File: config.mk
export PLATFORM = sky130hd
export DESIGN_NAME = lzhc_ctrl
export DESIGN_NICKNAME = d
export VERILOG_FILES = /design/src/lzhc_pkg.sv /design/src/lzhc_ctrl.sv
export SDC_FILE = /design/constraint.sdc
export NUM_CORES = 1
export LEC_CHECK = 0
export BUFFER_PORTS_ARGS = -buffer_cell sky130_fd_sc_hd__buf_2
export CAP_MARGIN = 0
export CORE_UTILIZATION = 52
export DETAILED_ROUTE_END_ITERATION = 7
export PLACE_DENSITY_LB_ADDON = 0.3
export SYNTH_ARGS = -nofsm -noshare
export SYNTH_HDL_FRONTEND = slang
export SYNTH_SLANG_ARGS = --single-unit
File: constraint.sdc
create_clock -name clk -period 4.8 [get_ports clk]
set_input_delay 0.24 -clock clk [delete_from_list [all_inputs] [get_ports clk]]
set_output_delay 0.24 -clock clk [all_outputs]
set_load 0.01 [all_outputs]
File: src/lzhc_pkg.sv
// Shared types and constants for the LZ77 hash-chain table block.
// Used by lzhc_ctrl, lzhc_tables and lz77_hash_chain_table_top.
package lzhc_pkg;

	// Defaults for the top-level parameters
	localparam int DEF_HASH_WIDTH    = 15;
	localparam int DEF_WINDOW_SIZE   = 32768;
	localparam int DEF_MIN_MATCH_LEN = 3;

	// Fixed field widths
	localparam int FUNC_W     = 3;
	localparam int BYTE_W     = 8;
	localparam int POS_W      = 16;
	localparam int OUT_HASH_W = 15;
	localparam int HASH_MAX_W = 16;
	// Sweep index: must hold the largest table depth itself (2^16)
	localparam int IDX_W      = 17;

	localparam int S_TDATA_W = 24;
	localparam int M_TDATA_W = 32;

	typedef enum logic [FUNC_W-1:0] {
		FN_FEED   = 3'd0,
		FN_INSERT = 3'd1,
		FN_NEXT   = 3'd2,
		FN_SLIDE  = 3'd3,
		FN_CLEAR  = 3'd4
	} func_t;

	typedef enum logic [2:0] {
		ST_CLEAR,
		ST_IDLE,
		ST_READ,
		ST_SLIDE,
		ST_EMIT
	} state_t;

	typedef enum logic [2:0] {
		TM_NONE,
		TM_CLEAR,
		TM_SLIDE,
		TM_INS_RD,
		TM_INS_WR,
		TM_FOL_RD
	} tmode_t;

	// Command from the controller to the table memories
	typedef struct packed {
		tmode_t                  mode;
		logic [IDX_W-1:0]        idx;
		logic [HASH_MAX_W-1:0]   hash;
		logic [POS_W-1:0]        pos;
	} tbl_cmd_t;

endpackage

File: src/lzhc_ctrl.sv
// Request sequencer: rolling hash, table command generation, result
// register with a pending slot. Depends on lzhc_pkg.
module lzhc_ctrl #(
	parameter int HASH_WIDTH    = lzhc_pkg::DEF_HASH_WIDTH,
	parameter int WINDOW_SIZE   = lzhc_pkg::DEF_WINDOW_SIZE,
	parameter int MIN_MATCH_LEN = lzhc_pkg::DEF_MIN_MATCH_LEN
) (
	input  logic                              clk,
	input  logic                              arst_n,
	input  logic                              s_tvalid,
	output logic                              s_tready,
	input  logic [lzhc_pkg::S_TDATA_W-1:0]    s_tdata,
	input  logic [lzhc_pkg::FUNC_W-1:0]       s_tuser,
	output logic                              m_tvalid,
	input  logic                              m_tready,
	output logic [lzhc_pkg::M_TDATA_W-1:0]    m_tdata,
	output lzhc_pkg::tbl_cmd_t                cmd,
	input  logic [lzhc_pkg::POS_W-1:0]        head_rdata,
	input  logic [lzhc_pkg::POS_W-1:0]        prev_rdata
);

	localparam int SHIFT      = (HASH_WIDTH + MIN_MATCH_LEN - 1) / MIN_MATCH_LEN;
	localparam int HEAD_DEPTH = 1 << HASH_WIDTH;
	localparam int SWEEP_MAX  = (HEAD_DEPTH > WINDOW_SIZE) ? HEAD_DEPTH : WINDOW_SIZE;
	localparam logic [lzhc_pkg::IDX_W-1:0] SWEEP_N    = lzhc_pkg::IDX_W'(SWEEP_MAX);
	localparam logic [lzhc_pkg::IDX_W-1:0] SWEEP_LAST = lzhc_pkg::IDX_W'(SWEEP_MAX - 1);

	lzhc_pkg::state_t state_q, state_d;
	lzhc_pkg::func_t  func_in;
	logic             func_ins_s1;

	logic [lzhc_pkg::IDX_W-1:0]      cnt_q;
	logic [HASH_WIDTH-1:0]           hash_q, hash_d, hash_rolled;
	logic [lzhc_pkg::POS_W-1:0]      pos_s1;
	logic [lzhc_pkg::BYTE_W-1:0]     byte_in;
	logic [lzhc_pkg::POS_W-1:0]      position;

	logic                            out_valid_q;
	logic [lzhc_pkg::POS_W-1:0]      out_chain_q, pend_chain_q, res_chain;
	logic [lzhc_pkg::OUT_HASH_W-1:0] out_hash_q, pend_hash_q, res_hash;
	logic                            accept, out_free, load_out, load_pend;

	assign func_in  = lzhc_pkg::func_t'(s_tuser);
	assign byte_in  = s_tdata[lzhc_pkg::BYTE_W-1:0];
	assign position = s_tdata[lzhc_pkg::BYTE_W +: lzhc_pkg::POS_W];

	assign s_tready = (state_q == lzhc_pkg::ST_IDLE);
	assign accept   = s_tvalid && s_tready;
	assign out_free = !out_valid_q || m_tready;

	assign hash_rolled = (hash_q << SHIFT) ^ HASH_WIDTH'(byte_in);

	// Hash after the accepted request
	always_comb begin
		hash_d = hash_q;
		if (accept) begin
			case (func_in)
				lzhc_pkg::FN_FEED, lzhc_pkg::FN_INSERT: hash_d = hash_rolled;
				lzhc_pkg::FN_CLEAR:                     hash_d = '0;
				default:                                hash_d = hash_q;
			endcase
		end
	end

	// Next state
	always_comb begin
		state_d = state_q;
		case (state_q)
			lzhc_pkg::ST_CLEAR: begin
				if (cnt_q == SWEEP_LAST) state_d = lzhc_pkg::ST_IDLE;
			end
			lzhc_pkg::ST_IDLE: begin
				if (accept) begin
					case (func_in)
						lzhc_pkg::FN_INSERT, lzhc_pkg::FN_NEXT: state_d = lzhc_pkg::ST_READ;
						lzhc_pkg::FN_SLIDE:  state_d = lzhc_pkg::ST_SLIDE;
						default: state_d = out_free ? lzhc_pkg::ST_IDLE : lzhc_pkg::ST_EMIT;
					endcase
				end
			end
			lzhc_pkg::ST_READ: begin
				state_d = out_free ? lzhc_pkg::ST_IDLE : lzhc_pkg::ST_EMIT;
			end
			lzhc_pkg::ST_SLIDE: begin
				if (cnt_q == SWEEP_N) begin
					state_d = out_free ? lzhc_pkg::ST_IDLE : lzhc_pkg::ST_EMIT;
				end
			end
			lzhc_pkg::ST_EMIT: begin
				if (out_free) state_d = lzhc_pkg::ST_IDLE;
			end
			default: state_d = lzhc_pkg::ST_IDLE;
		endcase
	end

	// Outputs: table command and result routing
	always_comb begin
		cmd.mode  = lzhc_pkg::TM_NONE;
		cmd.idx   = cnt_q;
		cmd.hash  = lzhc_pkg::HASH_MAX_W'(hash_q);
		cmd.pos   = pos_s1;
		res_chain = '0;
		res_hash  = lzhc_pkg::OUT_HASH_W'(hash_q);
		load_out  = 1'b0;
		load_pend = 1'b0;
		case (state_q)
			lzhc_pkg::ST_CLEAR: begin
				cmd.mode = lzhc_pkg::TM_CLEAR;
			end
			lzhc_pkg::ST_IDLE: begin
				res_hash = lzhc_pkg::OUT_HASH_W'(hash_d);
				if (accept) begin
					case (func_in)
						lzhc_pkg::FN_INSERT: begin
							cmd.mode = lzhc_pkg::TM_INS_RD;
							cmd.hash = lzhc_pkg::HASH_MAX_W'(hash_d);
						end
						lzhc_pkg::FN_NEXT: begin
							cmd.mode = lzhc_pkg::TM_FOL_RD;
							cmd.pos  = position;
						end
						lzhc_pkg::FN_SLIDE: begin
						end
						default: begin
							load_out  = out_free;
							load_pend = !out_free;
						end
					endcase
				end
			end
			lzhc_pkg::ST_READ: begin
				if (func_ins_s1) begin
					cmd.mode  = lzhc_pkg::TM_INS_WR;
					res_chain = head_rdata;
				end else begin
					res_chain = prev_rdata;
				end
				load_out  = out_free;
				load_pend = !out_free;
			end
			lzhc_pkg::ST_SLIDE: begin
				cmd.mode = lzhc_pkg::TM_SLIDE;
				if (cnt_q == SWEEP_N) begin
					load_out  = out_free;
					load_pend = !out_free;
				end
			end
			lzhc_pkg::ST_EMIT: begin
				res_chain = pend_chain_q;
				res_hash  = pend_hash_q;
				load_out  = out_free;
			end
			default: begin
			end
		endcase
	end

	always_ff @(posedge clk or negedge arst_n) begin
		if (!arst_n) begin
			state_q     <= lzhc_pkg::ST_CLEAR;
			cnt_q       <= '0;
			hash_q      <= '0;
			out_valid_q <= 1'b0;
		end else begin
			state_q <= state_d;
			hash_q  <= hash_d;
			if ((state_q == lzhc_pkg::ST_CLEAR || state_q == lzhc_pkg::ST_SLIDE)
			    && state_d == state_q) begin
				cnt_q <= cnt_q + lzhc_pkg::IDX_W'(1);
			end else begin
				cnt_q <= '0;
			end
			if (load_out) begin
				out_valid_q <= 1'b1;
			end else if (m_tready) begin
				out_valid_q <= 1'b0;
			end
		end
	end

	always_ff @(posedge clk) begin
		if (accept) begin
			pos_s1      <= position;
			func_ins_s1 <= (func_in == lzhc_pkg::FN_INSERT);
		end
		if (load_out) begin
			out_chain_q <= res_chain;
			out_hash_q  <= res_hash;
		end
		if (load_pend) begin
			pend_chain_q <= res_chain;
			pend_hash_q  <= res_hash;
		end
	end

	assign m_tvalid = out_valid_q;
	assign m_tdata  = {1'b0, out_hash_q, out_chain_q};

endmodule

# Word-level counts from Yosys, hierarchy flattened
# Index checks and enable logic that the tools add are counted.
dict set report word_totals {
  regBits 115
  latch_bits 0
  mem_bits_rw 0
  romBits 0
  output_inout_bits 86
  word_cells 67
  mem_count 0
}
dict set report classes {
  n_addsub 1
  n_mul 0
  n_div 0
  order_cmp 0
  n_eq_ne 11
  n_shift 0
  n_mux 31
  bitwise 1
  n_reduce_logical 13
}
# op count
set ops {}
lappend ops {{2-to-1 mux 31 bit} 2}
lappend ops {{case mux 15 bit (2 select lines)} 2}
lappend ops {{2-to-1 mux 16 bit} 2}
lappend ops {{case mux 16 bit (2 select lines)} 1}
lappend ops {{2-to-1 mux 15 bit} 2}
lappend ops {{2-to-1 mux 3 bit} 7}
lappend ops {{adder 17 x 1 -> 17 bit, second input constant} 1}
lappend ops {{== test 17 x 15 -> 1 bit, second input constant} 1}
lappend ops {{== test 17 x 16 -> 1 bit, second input constant} 1}
lappend ops {{2-to-1 mux 17 bit} 1}
lappend ops {{case mux 3 bit (5 select lines)} 1}
lappend ops {{bitwise XOR 15 x 8 -> 15 bit} 1}
lappend ops {{== test 3 x 2 -> 1 bit, second input constant} 4}
lappend ops {{case mux 3 bit (2 select lines)} 2}
lappend ops {{case mux 3 bit (4 select lines)} 1}
lappend ops {{2-to-1 mux 1 bit} 8}
lappend ops {{== test 3 x 1 -> 1 bit, second input constant} 2}
lappend ops {{== test 3 bit, second input constant} 2}
lappend ops {{zero test 3 bit} 2}
lappend ops {{case mux 1 bit (3 select lines)} 2}
lappend ops {{OR reduction 2 bit} 3}
lappend ops {{== test 3 bit} 1}
lappend ops {{OR reduction 3 bit} 1}
lappend ops {{logical AND 1 bit} 2}
lappend ops {{other kinds (3)} 5}

# Longest topological paths before layout
dict set report logic_depth {
  ltp_word 9
  mapped_depth 7
}

# Least setup slack after synthesis
# Ideal clock, no wire load.
dict set report synth_path {
  path_type {reg2reg}
  from {register cnt_q[0] in the netlist's numbering}
  to {register pend_chain_q[0] in the netlist's numbering (enable)}
  setup_time_ps 467
  t_arrival_ps 3705
  path_slack_ps 628
  stages_incl_launch_ff 7
  synth_period_minus_slack_ps 4172
  cell_sequence {dfrtp_1 inv_1 ha_1 nor4b_1 nand4_1 a21bo_2 a211oi_1}
}
dict set report synth_via {
  elab_chain_len 3
}
# element line
set synth_lines {}
lappend synth_lines {{start, declared} lzhc_ctrl.sv:32} ;# logic [lzhc_pkg::IDX_W-1:0] cnt_q;
lappend synth_lines {{start signal, assigned} lzhc_ctrl.sv:169} ;# cnt_q <= cnt_q + lzhc_pkg::IDX_W'(1);
lappend synth_lines {{== test 17 x 16 -> 1 bit} lzhc_ctrl.sv:143} ;# if (cnt_q == SWEEP_N) begin
lappend synth_lines {{2-to-1 mux 1 bit} lzhc_ctrl.sv:143}
lappend synth_lines {{case mux 1 bit (3 select lines)} lzhc_ctrl.sv:106} ;# case (state_q)
lappend synth_lines {{net load_pend} lzhc_ctrl.sv:41} ;# logic accept, out_free, load_out, load_pend;
lappend synth_lines {{end signal, assigned} lzhc_ctrl.sv:191} ;# pend_chain_q <= res_chain;
lappend synth_lines {{end, declared} lzhc_ctrl.sv:39} ;# logic [lzhc_pkg::POS_W-1:0] out_chain_q, pend_chain_q, res_chain;
# The timed path passes the listed nets, and every way through them passes these cells.
# A chain may end at the register's enable or synchronous reset.

==> results_dict.tcl <==
set metrics [dict create \
    outcome "completed" \
    rows 36 \
    hpwl_um 7630 \
    gp_congestion 0.822 \
    layout_common_cells "sky130_fd_sc_hd__buf_2, sky130_fd_sc_hd__edfxtp_1, sky130_fd_sc_hd__dfrtp_1" \
    cts_hold_repair.buffers 17 \
    detailedPlace.worstSlack_ns 1.68 \
    pwr-share-clk_pct 51.8 \
    bufs_on_longest_clock_path 2 \
    crit_chain "nand4bb_2 -> inv_2 -> nand2_2 -> mux2_1 -> buf_2" \
    core_um2 9770 \
    wl_per_cell_um 17.0 \
    min-delay-path-class "in -> reg" \
    postSynth.topFlopCell "sky130_fd_sc_hd__edfxtp_1" \
    static-leakage-power_nw 3.00 \
    power_frac_seq_pct 45.7 \
    synthCells 389 \
    fin_setup_tns_ns 0 \
    relSlewSlack_pct 22.5 \
    final_layout_size_suffix_gt1_share_pct 37.6 \
    timing.final.crit_period_ns 3.20 \
    drt_pass_1_iters 4 \
    vias_per_cell 5.60 \
    worst_slew_pin_slew_ns 1.16 \
    cts_root_buf "sky130_fd_sc_hd__clkbuf_8" \
    grt_antenna_before_repair 0 \
    synth_warnings 0 \
    tritoncts_buffers 17 \
    number_of_enable_flip_flop_cells_after_synthesis 79 \
    synth-seq-cells 115 \
    seq_area_frac_synth_pct 62.5 \
    filler_cell_count 709 \
    path_delay_family "simple AND/OR/NAND/NOR gates" \
    initial_core_util_pct 53.6 \
    comb_power_share_pct 2.5 \
    setup_viol 0 \
    postLayoutCoreUtil_pct 69.9 \
    timing.final.crit_share_pct 66.6 \
    floorplan.die_area_um2 10500 \
    critical_setup_path_class "reg -> out" \
    die_height_um 102 \
    die_w_um 102 \
    finalClockSkew_ns 0.00917 \
    drv_slew 0 \
    internal_power_mw 1.83 \
    tritoncts_clock_tree "built" \
    ant_nets 0 \
    drt_iter0_markers 246 \
    number_of_endpoints_with_negative_hold_slack_in_the_final_report 0 \
    critical_path_buf_inv_count 2 \
    timing.critical_path.fanout_max 23 \
    ir_drop_mv 0.223 \
    antennaDiodeCount 0 \
    power.total_mw 2.31 \
    cts.repair.resized 0 \
    p_sw_share_pct 20.8 \
    pin_count_of_the_biggest_net_entering_global_routing 37 \
    setup.worst_path.start_class "flop" \
    worst_path_required_ns 4.56 \
    global_route.usage.total_pct 23.2 \
    power_per_cell_area_nw_per_um2 337 \
    asyncSetResetFlopFracSynth_pct 31.3 \
    mostFrequentLayoutCell "sky130_fd_sc_hd__buf_2" \
    setup_slack_ns 1.60 \
    routed-via-count 3929 \
    setup.worst_path.end_class "output port" \
    finalNetCount 621 \
    yosysUniqueCellTypes 56 \
    synthesis.area_per_instance_um2 13.5 \
    post_synth_instance_area_um2 5240 \
    tritoncts_num_sinks 115 \
    net-switching-power_uw 480 \
    drv.max_cap_violation_count 0 \
    first_global_vias 3691 \
    grt_first_pass_wirelength_um 18000 \
    cts_post_setup_buffers_inserted 0 \
    clk_pin_slew_worst_setup_hold_paths_ns 0.06 \
    rsz0062_at_grt "false" \
    routed_wl_um 11900 \
    fmaxAchievable_mhz 313 \
    timing.critical_path.slowest_stage_cell "sky130_fd_sc_hd__dfrtp_1" \
    pin_count 149 \
    globalRoute.totalOverflow 0 \
    io_buffers 146 \
    clock_latency_ns 0.51 \
    drc_errors 0 \
    critical_path.max_stage_delay_ns 0.61 \
    syn2layout_area_growth_pct 30.6 \
    crit_path_arrival_time_ns 2.96 \
    cts_max_level 4 \
]
worst reg2reg max path, delay by kind of cell (launching register included):
family,cells,cell delay (ns)
compound gates,1,0.95
buf+inv,1,0.41
flops,1,0.61
simple gates,2,0.74
final cells by class:
type	count	area (um^2)	share of cell area (%)
Tap cell	133	166	2.43
Multi-Input combinational cell	250	1890	27.6
Inverter	8	30.0	0.439
Clock buffer	17	414	6.06
Timing Repair Buffer	164	908	13.3
Sequential cell	115	3270	47.9
Clock inverter	15	159	2.32
per-stage QoR:
step,hold slack (ns),std cells,area (um^2)
3_5_place_dp,0.395,653,6090
6_report,0.0650,702,6840
2_1_floorplan,-0.0556,390,5240
4_1_cts,0.0487,702,6840
3_3_place_gp,0.382,653,6090
5_1_grt,0.0705,702,6840
routing by layer:
layer	GRT usage, %	share of wire, %	vias up
li1	-	-	1832
met1	29.6	42	1921
met2	38.5	49	158
met3	5.34	6.7	18
met4	9.34	1.5	0
met5	0	0	-
registers in the layout (all words and copies together), names as in the netlist:
name	cells
out_chain_q	16
cnt_q	17
pend_chain_q	16
m_tvalid	1
pos_s1	16
state_q	3
out_hash_q	15
pend_hash_q	15
hash_q	15
func_ins_s1	1
worst paths after layout:
path                                 startpoint                   endpoint  slack (ns)  cells past startpoint
min                                  s_tdata[2]        hash_q[2]$_DFF_PN0_        0.07                      3
max                        state_q[2]$_DFF_PN0_                    cmd[27]        1.60                      5
max reg2reg                state_q[2]$_DFF_PN0_  out_chain_q[14]$_DFFE_PP_        1.69                      4
min in group asynchronous                arst_n         cnt_q[7]$_DFF_PN0_        0.38                      2
min reg2reg                hash_q[10]$_DFF_PN0_       hash_q[10]$_DFF_PN0_        0.51                      1
max in group asynchronous                arst_n        hash_q[5]$_DFF_PN0_        3.88                      2
cell families after synthesis:
logic type | Yosys count | synth area share, %
simple gates | 97 | 11.1
flops | 115 | 62.5
compound gates | 88 | 11.7
buf+inv | 25 | 2.10
other cells | 1 | 0.0716
mux | 47 | 9.73
fa+ha+maj | 2 | 0.478
xor+xnor | 14 | 2.34
synth_stat cells, drive strengths merged, types with 6 or more instances:
cell type	count	area share, %
a21o	14	2.0
a21oi	14	1.3
a221o	12	2.3
and2	13	1.6
buf	8	0.88
clkbuf	9	0.65
dfrtp	36	17
edfxtp	79	45
inv	8	0.57
mux2	31	6.7
mux2i	16	3.1
nand2	29	2.1
nand3	8	1.1
nor3	8	0.86
o21ai	26	2.5
or3	6	0.81
xor2	10	1.7
power groups by stage:
stage / sequential (mW) / clock (mW) / combinational, mW
detailed placement: 1.07 / 0 / 0.0465
CTS: 1.05 / 1.21 / 0.0574
floorplan: 1.07 / 0 / 0.0100
global route: 1.05 / 1.26 / 0.0635
finish: 1.05 / 1.20 / 0.0568
global placement: 1.07 / 0 / 0.0452
No activity file was read; power rests on OpenSTA's default activity.
